==> src/rtl/cit_pkg.sv <==
// Shared types and constants for the three-channel interval timer.
// No dependencies.
package cit_pkg;

  localparam int NCHAN      = 3;
  localparam int CHAN_W     = 2;
  localparam int PRESCALE_W = 4;
  localparam int COUNT_W    = 16;
  localparam int CTRL_W     = 6;

  typedef enum logic [1:0] {
    OP_TICK  = 2'd0,
    OP_WRITE = 2'd1,
    OP_READ  = 2'd2,
    OP_IDLE  = 2'd3
  } op_t;

  typedef enum logic [1:0] {
    ACC_LATCH = 2'd0,
    ACC_LOW   = 2'd1,
    ACC_HIGH  = 2'd2,
    ACC_WORD  = 2'd3
  } access_t;

  // Control word mode field codes that are supported.
  localparam logic [2:0] MODE_INT    = 3'd0;
  localparam logic [2:0] MODE_RATE   = 3'd2;
  localparam logic [2:0] MODE_SQUARE = 3'd3;

  // Port offset of the control word port; same code in the channel-select field
  // of a control word means readback.
  localparam logic [CHAN_W-1:0] CTRL_PORT = 2'd3;

  localparam logic [7:0]         CTRL_READ_VALUE = 8'hFF;
  localparam logic [COUNT_W-1:0] COUNT_WRAP      = 16'hFFFF;

endpackage

==> src/rtl/three_channel_interval_timer.sv <==
// Three-channel 16-bit interval timer, top level.
// Depends on cit_pkg.
//
// Usage: every input beat is a bus tick, a port write, a port read or an idle
// beat, and each one returns exactly one result beat. The block takes one beat
// per clock cycle while the input is not stalled. A beat passes through the
// input register, then a single processing stage that updates the prescaler
// and all three channels in parallel and loads the result register. The result
// register sits between the two sides, so a new beat is taken while an older
// result waits; input stall rises only when both registers are full and the
// output side stalls. The prescaler divides ticks by PRESCALE_DIVIDE (1..15).
module three_channel_interval_timer #(
  parameter int PRESCALE_DIVIDE = 12
) (
  input  logic       clk,
  input  logic       rst_n,
  input  logic       in_valid,
  output logic       in_stall,
  input  logic [1:0] in_operation,
  input  logic [1:0] in_port_offset,
  input  logic [7:0] in_write_data,
  output logic       out_valid,
  input  logic       out_stall,
  output logic [7:0] out_read_data,
  output logic [2:0] out_channel_expired,
  output logic       out_command_error
);

  localparam logic [cit_pkg::PRESCALE_W-1:0] PRESCALE_LIMIT =
    cit_pkg::PRESCALE_W'(PRESCALE_DIVIDE);

  // input register
  logic                        s1_valid_r;
  cit_pkg::op_t                s1_op_r;
  logic [cit_pkg::CHAN_W-1:0]  s1_port_r;
  logic [7:0]                  s1_data_r;

  // result register
  logic                        out_valid_r;
  logic [7:0]                  out_read_data_r;
  logic [cit_pkg::NCHAN-1:0]   out_expired_r;
  logic                        out_error_r;

  // timer state
  logic [cit_pkg::PRESCALE_W-1:0] prescale_r, prescale_nxt;
  logic [cit_pkg::CTRL_W-1:0]     cw_r      [cit_pkg::NCHAN];
  logic [cit_pkg::CTRL_W-1:0]     cw_nxt    [cit_pkg::NCHAN];
  logic [cit_pkg::COUNT_W-1:0]    init_r    [cit_pkg::NCHAN];
  logic [cit_pkg::COUNT_W-1:0]    init_nxt  [cit_pkg::NCHAN];
  logic [cit_pkg::COUNT_W-1:0]    cur_r     [cit_pkg::NCHAN];
  logic [cit_pkg::COUNT_W-1:0]    cur_nxt   [cit_pkg::NCHAN];
  logic [cit_pkg::COUNT_W-1:0]    latch_r   [cit_pkg::NCHAN];
  logic [cit_pkg::COUNT_W-1:0]    latch_nxt [cit_pkg::NCHAN];
  logic [cit_pkg::NCHAN-1:0]      running_r, running_nxt;
  logic [cit_pkg::NCHAN-1:0]      reload_r, reload_nxt;
  logic [cit_pkg::NCHAN-1:0]      hbn_r, hbn_nxt;

  logic                           fire;
  logic [7:0]                     rd_nxt;
  logic [cit_pkg::NCHAN-1:0]      exp_nxt;
  logic                           err_nxt;

  assign fire     = s1_valid_r && (!out_valid_r || !out_stall);
  assign in_stall = s1_valid_r && !fire;

  always_comb begin
    logic [cit_pkg::PRESCALE_W-1:0] inc;
    logic                           tick_edge;
    logic [cit_pkg::COUNT_W-1:0]    cnt;
    logic [cit_pkg::COUNT_W-1:0]    dec;
    logic [cit_pkg::CHAN_W-1:0]     sel;
    cit_pkg::access_t               acc;
    logic [2:0]                     mode;
    logic                           start;

    prescale_nxt = prescale_r;
    cw_nxt       = cw_r;
    init_nxt     = init_r;
    cur_nxt      = cur_r;
    latch_nxt    = latch_r;
    running_nxt  = running_r;
    reload_nxt   = reload_r;
    hbn_nxt      = hbn_r;
    rd_nxt       = 8'h00;
    exp_nxt      = '0;
    err_nxt      = 1'b0;

    inc       = prescale_r + 1'b1;
    tick_edge = (inc >= PRESCALE_LIMIT);
    cnt       = '0;
    dec       = '0;
    start     = 1'b0;
    sel       = s1_data_r[7:6];
    acc       = cit_pkg::access_t'(s1_data_r[5:4]);
    mode      = s1_data_r[3:1];

    if (fire) begin
      case (s1_op_r)
        cit_pkg::OP_TICK: begin
          prescale_nxt = tick_edge ? '0 : inc;
          for (int ch = 0; ch < cit_pkg::NCHAN; ch++) begin
            if (tick_edge && running_r[ch]) begin
              cnt = reload_r[ch] ? init_r[ch] : cur_r[ch];
              reload_nxt[ch] = 1'b0;
              if (cnt == '0) begin
                cur_nxt[ch] = cit_pkg::COUNT_WRAP;
              end else begin
                dec = cnt - 1'b1;
                cur_nxt[ch] = dec;
                if (dec == '0) begin
                  exp_nxt[ch] = 1'b1;
                  if (cw_r[ch][3:1] == cit_pkg::MODE_INT) begin
                    running_nxt[ch] = 1'b0;
                  end else begin
                    reload_nxt[ch] = 1'b1;
                  end
                end
              end
            end
          end
        end
        cit_pkg::OP_WRITE: begin
          if (s1_port_r == cit_pkg::CTRL_PORT) begin
            if (sel == cit_pkg::CTRL_PORT) begin
              err_nxt = 1'b1;  // readback
            end else if (acc == cit_pkg::ACC_LATCH) begin
              for (int ch = 0; ch < cit_pkg::NCHAN; ch++) begin
                if (sel == cit_pkg::CHAN_W'(ch)) latch_nxt[ch] = cur_r[ch];
              end
            end else if (!(mode inside {cit_pkg::MODE_INT, cit_pkg::MODE_RATE,
                                        cit_pkg::MODE_SQUARE}) || s1_data_r[0]) begin
              err_nxt = 1'b1;  // unsupported mode or BCD
            end else begin
              for (int ch = 0; ch < cit_pkg::NCHAN; ch++) begin
                if (sel == cit_pkg::CHAN_W'(ch)) begin
                  cw_nxt[ch]  = s1_data_r[5:0];
                  hbn_nxt[ch] = 1'b0;
                end
              end
            end
          end else begin
            for (int ch = 0; ch < cit_pkg::NCHAN; ch++) begin
              if (s1_port_r == cit_pkg::CHAN_W'(ch)) begin
                start = 1'b1;
                case (cit_pkg::access_t'(cw_r[ch][5:4]))
                  cit_pkg::ACC_LOW:  init_nxt[ch] = {8'h00, s1_data_r};
                  cit_pkg::ACC_HIGH: init_nxt[ch] = {s1_data_r, 8'h00};
                  cit_pkg::ACC_WORD: begin
                    if (hbn_r[ch]) begin
                      init_nxt[ch] = {s1_data_r, init_r[ch][7:0]};
                    end else begin
                      init_nxt[ch] = {init_r[ch][15:8], s1_data_r};
                      start = 1'b0;  // low byte alone does not start
                    end
                    hbn_nxt[ch] = !hbn_r[ch];
                  end
                  default: ;
                endcase
                if (start) begin
                  running_nxt[ch] = 1'b1;
                  reload_nxt[ch]  = 1'b1;
                end
              end
            end
          end
        end
        cit_pkg::OP_READ: begin
          if (s1_port_r == cit_pkg::CTRL_PORT) begin
            rd_nxt = cit_pkg::CTRL_READ_VALUE;
          end else begin
            for (int ch = 0; ch < cit_pkg::NCHAN; ch++) begin
              if (s1_port_r == cit_pkg::CHAN_W'(ch)) begin
                rd_nxt        = latch_r[ch][7:0];
                latch_nxt[ch] = {8'h00, latch_r[ch][15:8]};
              end
            end
          end
        end
        default: ;
      endcase
    end
  end

  // control and state
  always_ff @(posedge clk) begin
    if (!rst_n) begin
      s1_valid_r  <= 1'b0;
      out_valid_r <= 1'b0;
      prescale_r  <= '0;
      running_r   <= '0;
      reload_r    <= '0;
      hbn_r       <= '0;
      for (int ch = 0; ch < cit_pkg::NCHAN; ch++) begin
        cw_r[ch]    <= '0;
        init_r[ch]  <= '0;
        cur_r[ch]   <= '0;
        latch_r[ch] <= '0;
      end
    end else begin
      if (!in_stall) s1_valid_r <= in_valid;
      if (fire) begin
        out_valid_r <= 1'b1;
      end else if (!out_stall) begin
        out_valid_r <= 1'b0;
      end
      prescale_r <= prescale_nxt;
      running_r  <= running_nxt;
      reload_r   <= reload_nxt;
      hbn_r      <= hbn_nxt;
      cw_r       <= cw_nxt;
      init_r     <= init_nxt;
      cur_r      <= cur_nxt;
      latch_r    <= latch_nxt;
    end
  end

  // payload
  always_ff @(posedge clk) begin
    if (!in_stall) begin
      s1_op_r   <= cit_pkg::op_t'(in_operation);
      s1_port_r <= in_port_offset;
      s1_data_r <= in_write_data;
    end
    if (fire) begin
      out_read_data_r <= rd_nxt;
      out_expired_r   <= exp_nxt;
      out_error_r     <= err_nxt;
    end
  end

  assign out_valid           = out_valid_r;
  assign out_read_data       = out_read_data_r;
  assign out_channel_expired = out_expired_r;
  assign out_command_error   = out_error_r;

`ifndef NO_ASSERTIONS
  a_prescale_range: assert property (@(posedge clk) disable iff (!rst_n)
    prescale_r < PRESCALE_LIMIT)
    else $error("prescaler out of range");

  a_stall_only_full: assert property (@(posedge clk) disable iff (!rst_n)
    in_stall |-> (s1_valid_r && out_valid_r && out_stall))
    else $error("input stalled with room in the pipe");

  a_expiry_on_wrap: assert property (@(posedge clk) disable iff (!rst_n)
    (fire && exp_nxt != '0) |-> (s1_op_r == cit_pkg::OP_TICK && prescale_nxt == '0))
    else $error("expiry without a prescaled tick");

  a_error_alone: assert property (@(posedge clk) disable iff (!rst_n)
    (out_valid_r && out_error_r) |-> (out_expired_r == '0 && out_read_data_r == 8'h00))
    else $error("command error beat carries other results");

  a_mode0_stops: assert property (@(posedge clk) disable iff (!rst_n)
    (fire && exp_nxt[0] && cw_r[0][3:1] == cit_pkg::MODE_INT) |=> !running_r[0])
    else $error("mode 0 channel kept running after expiry");
`endif

endmodule
==> config.mk <==
export PLATFORM = sky130hd
export DESIGN_NAME = three_channel_interval_timer
export DESIGN_NICKNAME = d
export VERILOG_FILES = /design/src/rtl/cit_pkg.sv /design/src/rtl/three_channel_interval_timer.sv
export SDC_FILE = /design/constraint.sdc
export NUM_CORES = 1
export LEC_CHECK = 0
export ABC_AREA = 1
export BUFFER_PORTS_ARGS = -buffer_cell sky130_fd_sc_hd__buf_2
export CAP_MARGIN = 0
export CORE_MARGIN = 5
export CORE_UTILIZATION = 65
export DETAILED_ROUTE_END_ITERATION = 12
export PLACE_DENSITY = 0.91
export REMOVE_ABC_BUFFERS = 1
export SLEW_MARGIN = 0
export SYNTH_ARGS = -nofsm -noshare
export SYNTH_HDL_FRONTEND = slang
export SYNTH_SLANG_ARGS = --single-unit
export TNS_END_PERCENT = 1
==> constraint.sdc <==
create_clock -name clk -period 7.3 [get_ports clk]
set_clock_uncertainty 0.2 [all_clocks]
set_input_delay 0.73 -clock clk [delete_from_list [all_inputs] [get_ports clk]]
set_output_delay 0.73 -clock clk [all_outputs]
set_load 0.03 [all_outputs]
## Yosys cells after proc, flatten, opt, wreduce, memory -nomap -nowiden

Index checks and enable logic that the tools add are counted.

- Add/sub/neg operators: 4
- Magnitude comparators: 1
- Eq/ne operators: 61
- Mux-type cells: 100
- Bitwise operators: 8
- Reduce and logical (&&, ||, !) cells: 69

Operator list:

| kind | count |
|---|---|
| $mux W16 | 15 |
| $mux W48 | 4 |
| $pmux W16 S3 | 3 |
| $logic_not A16 Y1 | 6 |
| $pmux W48 S2 | 1 |
| $ne A2 B2 Y1 const B | 41 |
| $mux W1 | 65 |
| $reduce_and A6 Y1 | 9 |
| $reduce_and A8 Y1 | 6 |
| $sub A16 B1 Y16 const B | 3 |
| $mux W8 | 4 |
| $reduce_and A9 Y1 | 3 |
| $eq A2 B2 Y1 const B | 11 |
| $reduce_and A7 Y1 | 3 |
| $reduce_bool A2 Y1 | 8 |
| $mux W3 | 5 |
| $eq A2 B1 Y1 const B | 6 |
| $logic_not A3 Y1 | 4 |
| $pmux W3 S2 | 2 |
| $reduce_bool A3 Y1 | 4 |
| $reduce_and A3 Y1 | 3 |
| $reduce_or A3 Y1 | 3 |
| $logic_not A2 Y1 | 4 |
| $not A1 Y1 | 8 |
| other kinds (9) | 22 |

- Bits in registers: 201
- Input bits: 16
- Logic and storage cells: 278

## Logic depth before layout (Yosys ltp)

- Word-level depth: 10
- Depth in mapped cells: 20

## Least setup slack after synthesis

No wires, ideal clock.

- Path kind: input-to-reg
- From: input port out_stall
- To: register init_r[5] (netlist name)
- Arrival: 2.269 ns
- Data required time: 6.965 ns
- Path slack: 4.696 ns
- Cell stages on the path: 11
- Buffers on the path: 1
- Path through: nand2_1 -> inv_1 -> nor2_4 -> inv_1 -> nor2_4 -> o2111ai_1 -> a31oi_2 -> inv_1 -> buf_6 -> a21oi_1 -> a211oi_1

- Cells in the longest elaborated chain, start to end: 4

RTL lines:

| item | RTL line | RTL |
|---|---|---|
| start, declared | three_channel_interval_timer.sv:23 | `input logic out_stall,` |
| $logic_not A1 Y1 | -- |  |
| $logic_or A1 B1 Y1 | three_channel_interval_timer.sv:63 | `assign fire = s1_valid_r && (!out_valid_r \|\| !out_stall);` |
| $logic_and A1 B1 Y1 | three_channel_interval_timer.sv:63 |  |
| net fire | three_channel_interval_timer.sv:58 | `logic fire;` |
| $reduce_and A6 Y1 (no line) | -- |  |
| end signal, assigned | three_channel_interval_timer.sv:211 | `init_r <= init_nxt;` |
| end, declared | three_channel_interval_timer.sv:48 | `logic [cit_pkg::COUNT_W-1:0] init_r [cit_pkg::NCHAN];` |

The timed path passes the listed nets, and every way through them passes these cells.
A chain may end at the register's enable or synchronous reset.

## Worst setup path in the final report

- From: input port out_stall
- To: register cur_r[3] (netlist name)

- Cells in the longest elaborated chain, start to end: 4

RTL lines:

| item | RTL line | RTL |
|---|---|---|
| $logic_not A1 Y1 | -- |  |
| $logic_or A1 B1 Y1 | three_channel_interval_timer.sv:63 |  |
| $logic_and A1 B1 Y1 | three_channel_interval_timer.sv:63 |  |
| net fire | three_channel_interval_timer.sv:58 |  |
| $reduce_and A3 Y1 (no line) | -- |  |
| end signal, assigned | three_channel_interval_timer.sv:212 | `cur_r <= cur_nxt;` |
| end, declared | three_channel_interval_timer.sv:50 | `logic [cit_pkg::COUNT_W-1:0] cur_r [cit_pkg::NCHAN];` |

The timed path passes the listed nets, and every way through them passes these cells.

==> impl_metrics.ini <==
[pwr]
p_leak_uw = 0.004634
p_per_area_nw_per_um2 = 199.7
peakVddDrop_mv = 0.1937

[worst_setup_path]
cp-start-kind = input port
end_kind = flop
path_class = in -> reg
worstPathArrival_ns = 3.78
cp.required_ns = 7.43
path_max_fanout = 17

[cells_and_area]
num-nets-final = 1496
antennaDiodeCount = 0
syn_to_final_growth_pct = 6.353
drive_gt1_frac = 0.1108
fin_util = 0.7028
fillers = 1328

[yosys]
synth_top_family_by_area = simple AND/OR/NAND/NOR gates
async_flop_share = 0
synth_xor_area_frac = 0.007509
syn_inst = 1480
ys_warn_count = 0
ys.flop_type = dfxtp_1
yosys.area_share.simple = 0.2899
yosysSeqAreaShare = 0.4005
synth_compound_area_frac = 0.1894
ys_seq_elements = 198
ys_types = 52
syn_area_um2 = 10500
syn_area_per_cell_um2 = 7.093
synthAdderAreaFrac = 0.01549
synth_mux_area_frac = 0
synth-edff-count = 24

[die]
chipWidth_um = 137.1
chipHeight_um = 137.1
fp-row-count = 46
ios = 30
coreArea_um2 = 15890
start_util = 0.6608
dieArea_um2 = 18790

[placed_design]
hpwl_mm = 19.92
port_buffers = 29
pre_cts_ws_ns = 3.352
place_congestion = 0.9308

[run]
maxCapViolations = 0

[sta]
relSlewSlack = 0.3089
finalSetupViolCount = 0
hold_slack_ns = 0.2566
period_needed_ns = 3.642
fin_crit_sh = 0.4989
slew_viol_final = 0
hold_viol = 0
tightest_slew_ns = 1.037
fin_setup_tns_ns = 0
rsz0062_at_grt = false
fin_ws_ns = 3.658
max_freq_ghz = 0.2746

[routing]
wl_mm = 28.11
vias_per_cell = 5.920
vias = 10041
drc = 0
met3_length_mm = 2.489
wl_met1_mm = 12.01
wire_per_inst_um = 16.58
ant_nets = 0
drt-pass1-iter-count = 5
highest_layer = met4
wl_met2_mm = 12.70
drt_first_iter_violations = 1289

[cts]
clk_latency_ns = 0.45
root_buffer = clkbuf_16
htree_levels = 4
clock-sinks = 198
postCtsSetupRepairBufs = 0
numCtsBuffers = 17
cts_resized = 0
cts_buffer_depth = 2
cts_tree = done
cts_hold_buf = 0
clk_pin_slew_ns = 0.07

[global_routing]
antenna_found_initial = 0
track_usage = 0.3086
grt_pass1_vias = 9142
grt_max_degree = 95
grt_overflow = 0
grt_pass1_wl_mm = 45.76

[run_status]
status = finished clean

[worst_hold_path]
hold_path_class = reg -> reg
-- metal layers --
| layer | global-route usage | up-vias |
|---|---|---|
| met2 | 0.4869 | 471 |
| met5 | 0 | - |
| li1 | - | 4874 |
| met3 | 0.05956 | 76 |
| met1 | 0.4218 | 4620 |
| met4 | 0.1131 | 0 |
-- cells in the mapped netlist (8+ instances only) --
master,number,area (µm²)
a211oi_1,26,195.2
o221ai_1,10,87.58
nor2_1,85,319.1
nor2_4,12,135.1
nand3_1,96,480.5
edfxtp_1,24,720.7
nand4_1,12,75.07
dfxtp_1,174,3483
o211ai_1,16,120.1
nand2_1,396,1486
o21ai_0,82,410.4
a31oi_1,39,244.0
ha_1,13,162.7
nand2_2,25,156.4
o21ai_1,11,55.05
clkbuf_1,40,150.1
nor3_1,8,40.04
buf_6,9,101.4
xor2_1,8,70.07
nor2_2,23,143.9
a21oi_1,126,630.6
inv_1,159,596.8
buf_2,12,60.06
inv_2,15,56.30
-- final timing paths --
path	end	startpoint	cells after the start	slack, ns
setup / recovery	cur_r[3]	out_stall	11	3.66
hold / removal	cw_r[14]	cw_r[14]	2	0.26
setup reg to reg	cur_r[3]	out_valid	10	3.73
hold reg to reg	cw_r[14]	cw_r[14]	2	0.26
-- logic make-up (layout without fill, tap and decap cells) --
| group | count (synthesis) | count (layout) |
|---|---|---|
| xor+xnor | 9 | 9 |
| flops | 198 | 198 |
| compound gates | 335 | 335 |
| fa+ha+maj | 13 | 13 |
| simple gates | 682 | 682 |
| buf+inv | 243 | 243 |
-- critical path, cell delays in order --
cell	delay [ns]
buf_2	0.10
nand2_1	0.11
inv_1	0.08
nor2_4	0.45
nand2_1	0.32
nor2_2	0.50
inv_1	0.22
nor2_1	0.72
inv_1	0.25
o221ai_1	0.22
inv_1	0.07
-- flip-flops by register name, indices dropped and copies added, names as in the netlist --
register	flops
init_r	48
reload_r	3
out_read_data	8
s1_port_r	2
cw_r	15
hbn_r	3
s1_valid_r	1
out_command_error	1
prescale_r	4
s1_op_r	2
out_valid	1
running_r	3
out_channel_expired	3
latch_r	48
s1_data_r	8
cur_r	48
-- cell usage in the layout (no fill, tap or decap), types with 16 or more instances in the layout --
cell type  count
a211oi_1      26
a21oi_1      126
a31oi_1       39
buf_2         29
clkbuf_16     17
dfxtp_1      174
edfxtp_1      24
inv_1        158
inv_2         16
nand2_1      395
nand2_2       26
nand3_1       96
nor2_1        85
nor2_2        23
o211ai_1      16
o21ai_0       82
-- stage by stage --
stage,std cells,cell area [µm²],power (µW)
after detailed placement,1664,10600,1333
after global routing,1696,11160,2295
after floorplan,1413,10140,1272
after global placement,1664,10600,1330
after CTS,1696,11160,2223
final,1696,11160,2229
-- power breakdown --
| part | internal (µW) | switching, µW |
|---|---|---|
| sequential | 1110 | 21.6 |
| clock | 467 | 447 |
| combinational | 50.0 | 129 |
-- final cells by class --
cell class,count,area (µm²),area share
multi-input combinational,1039,5275,0.4725
sequential,198,4204,0.3766
inverter,176,660.6,0.05917
clock buffer,20,456.7,0.04091
tap,216,270.3,0.02421
timing repair buffer,35,190.2,0.01703
clock inverter,12,107.6,0.009638
(Power assumes the default switching activity.)
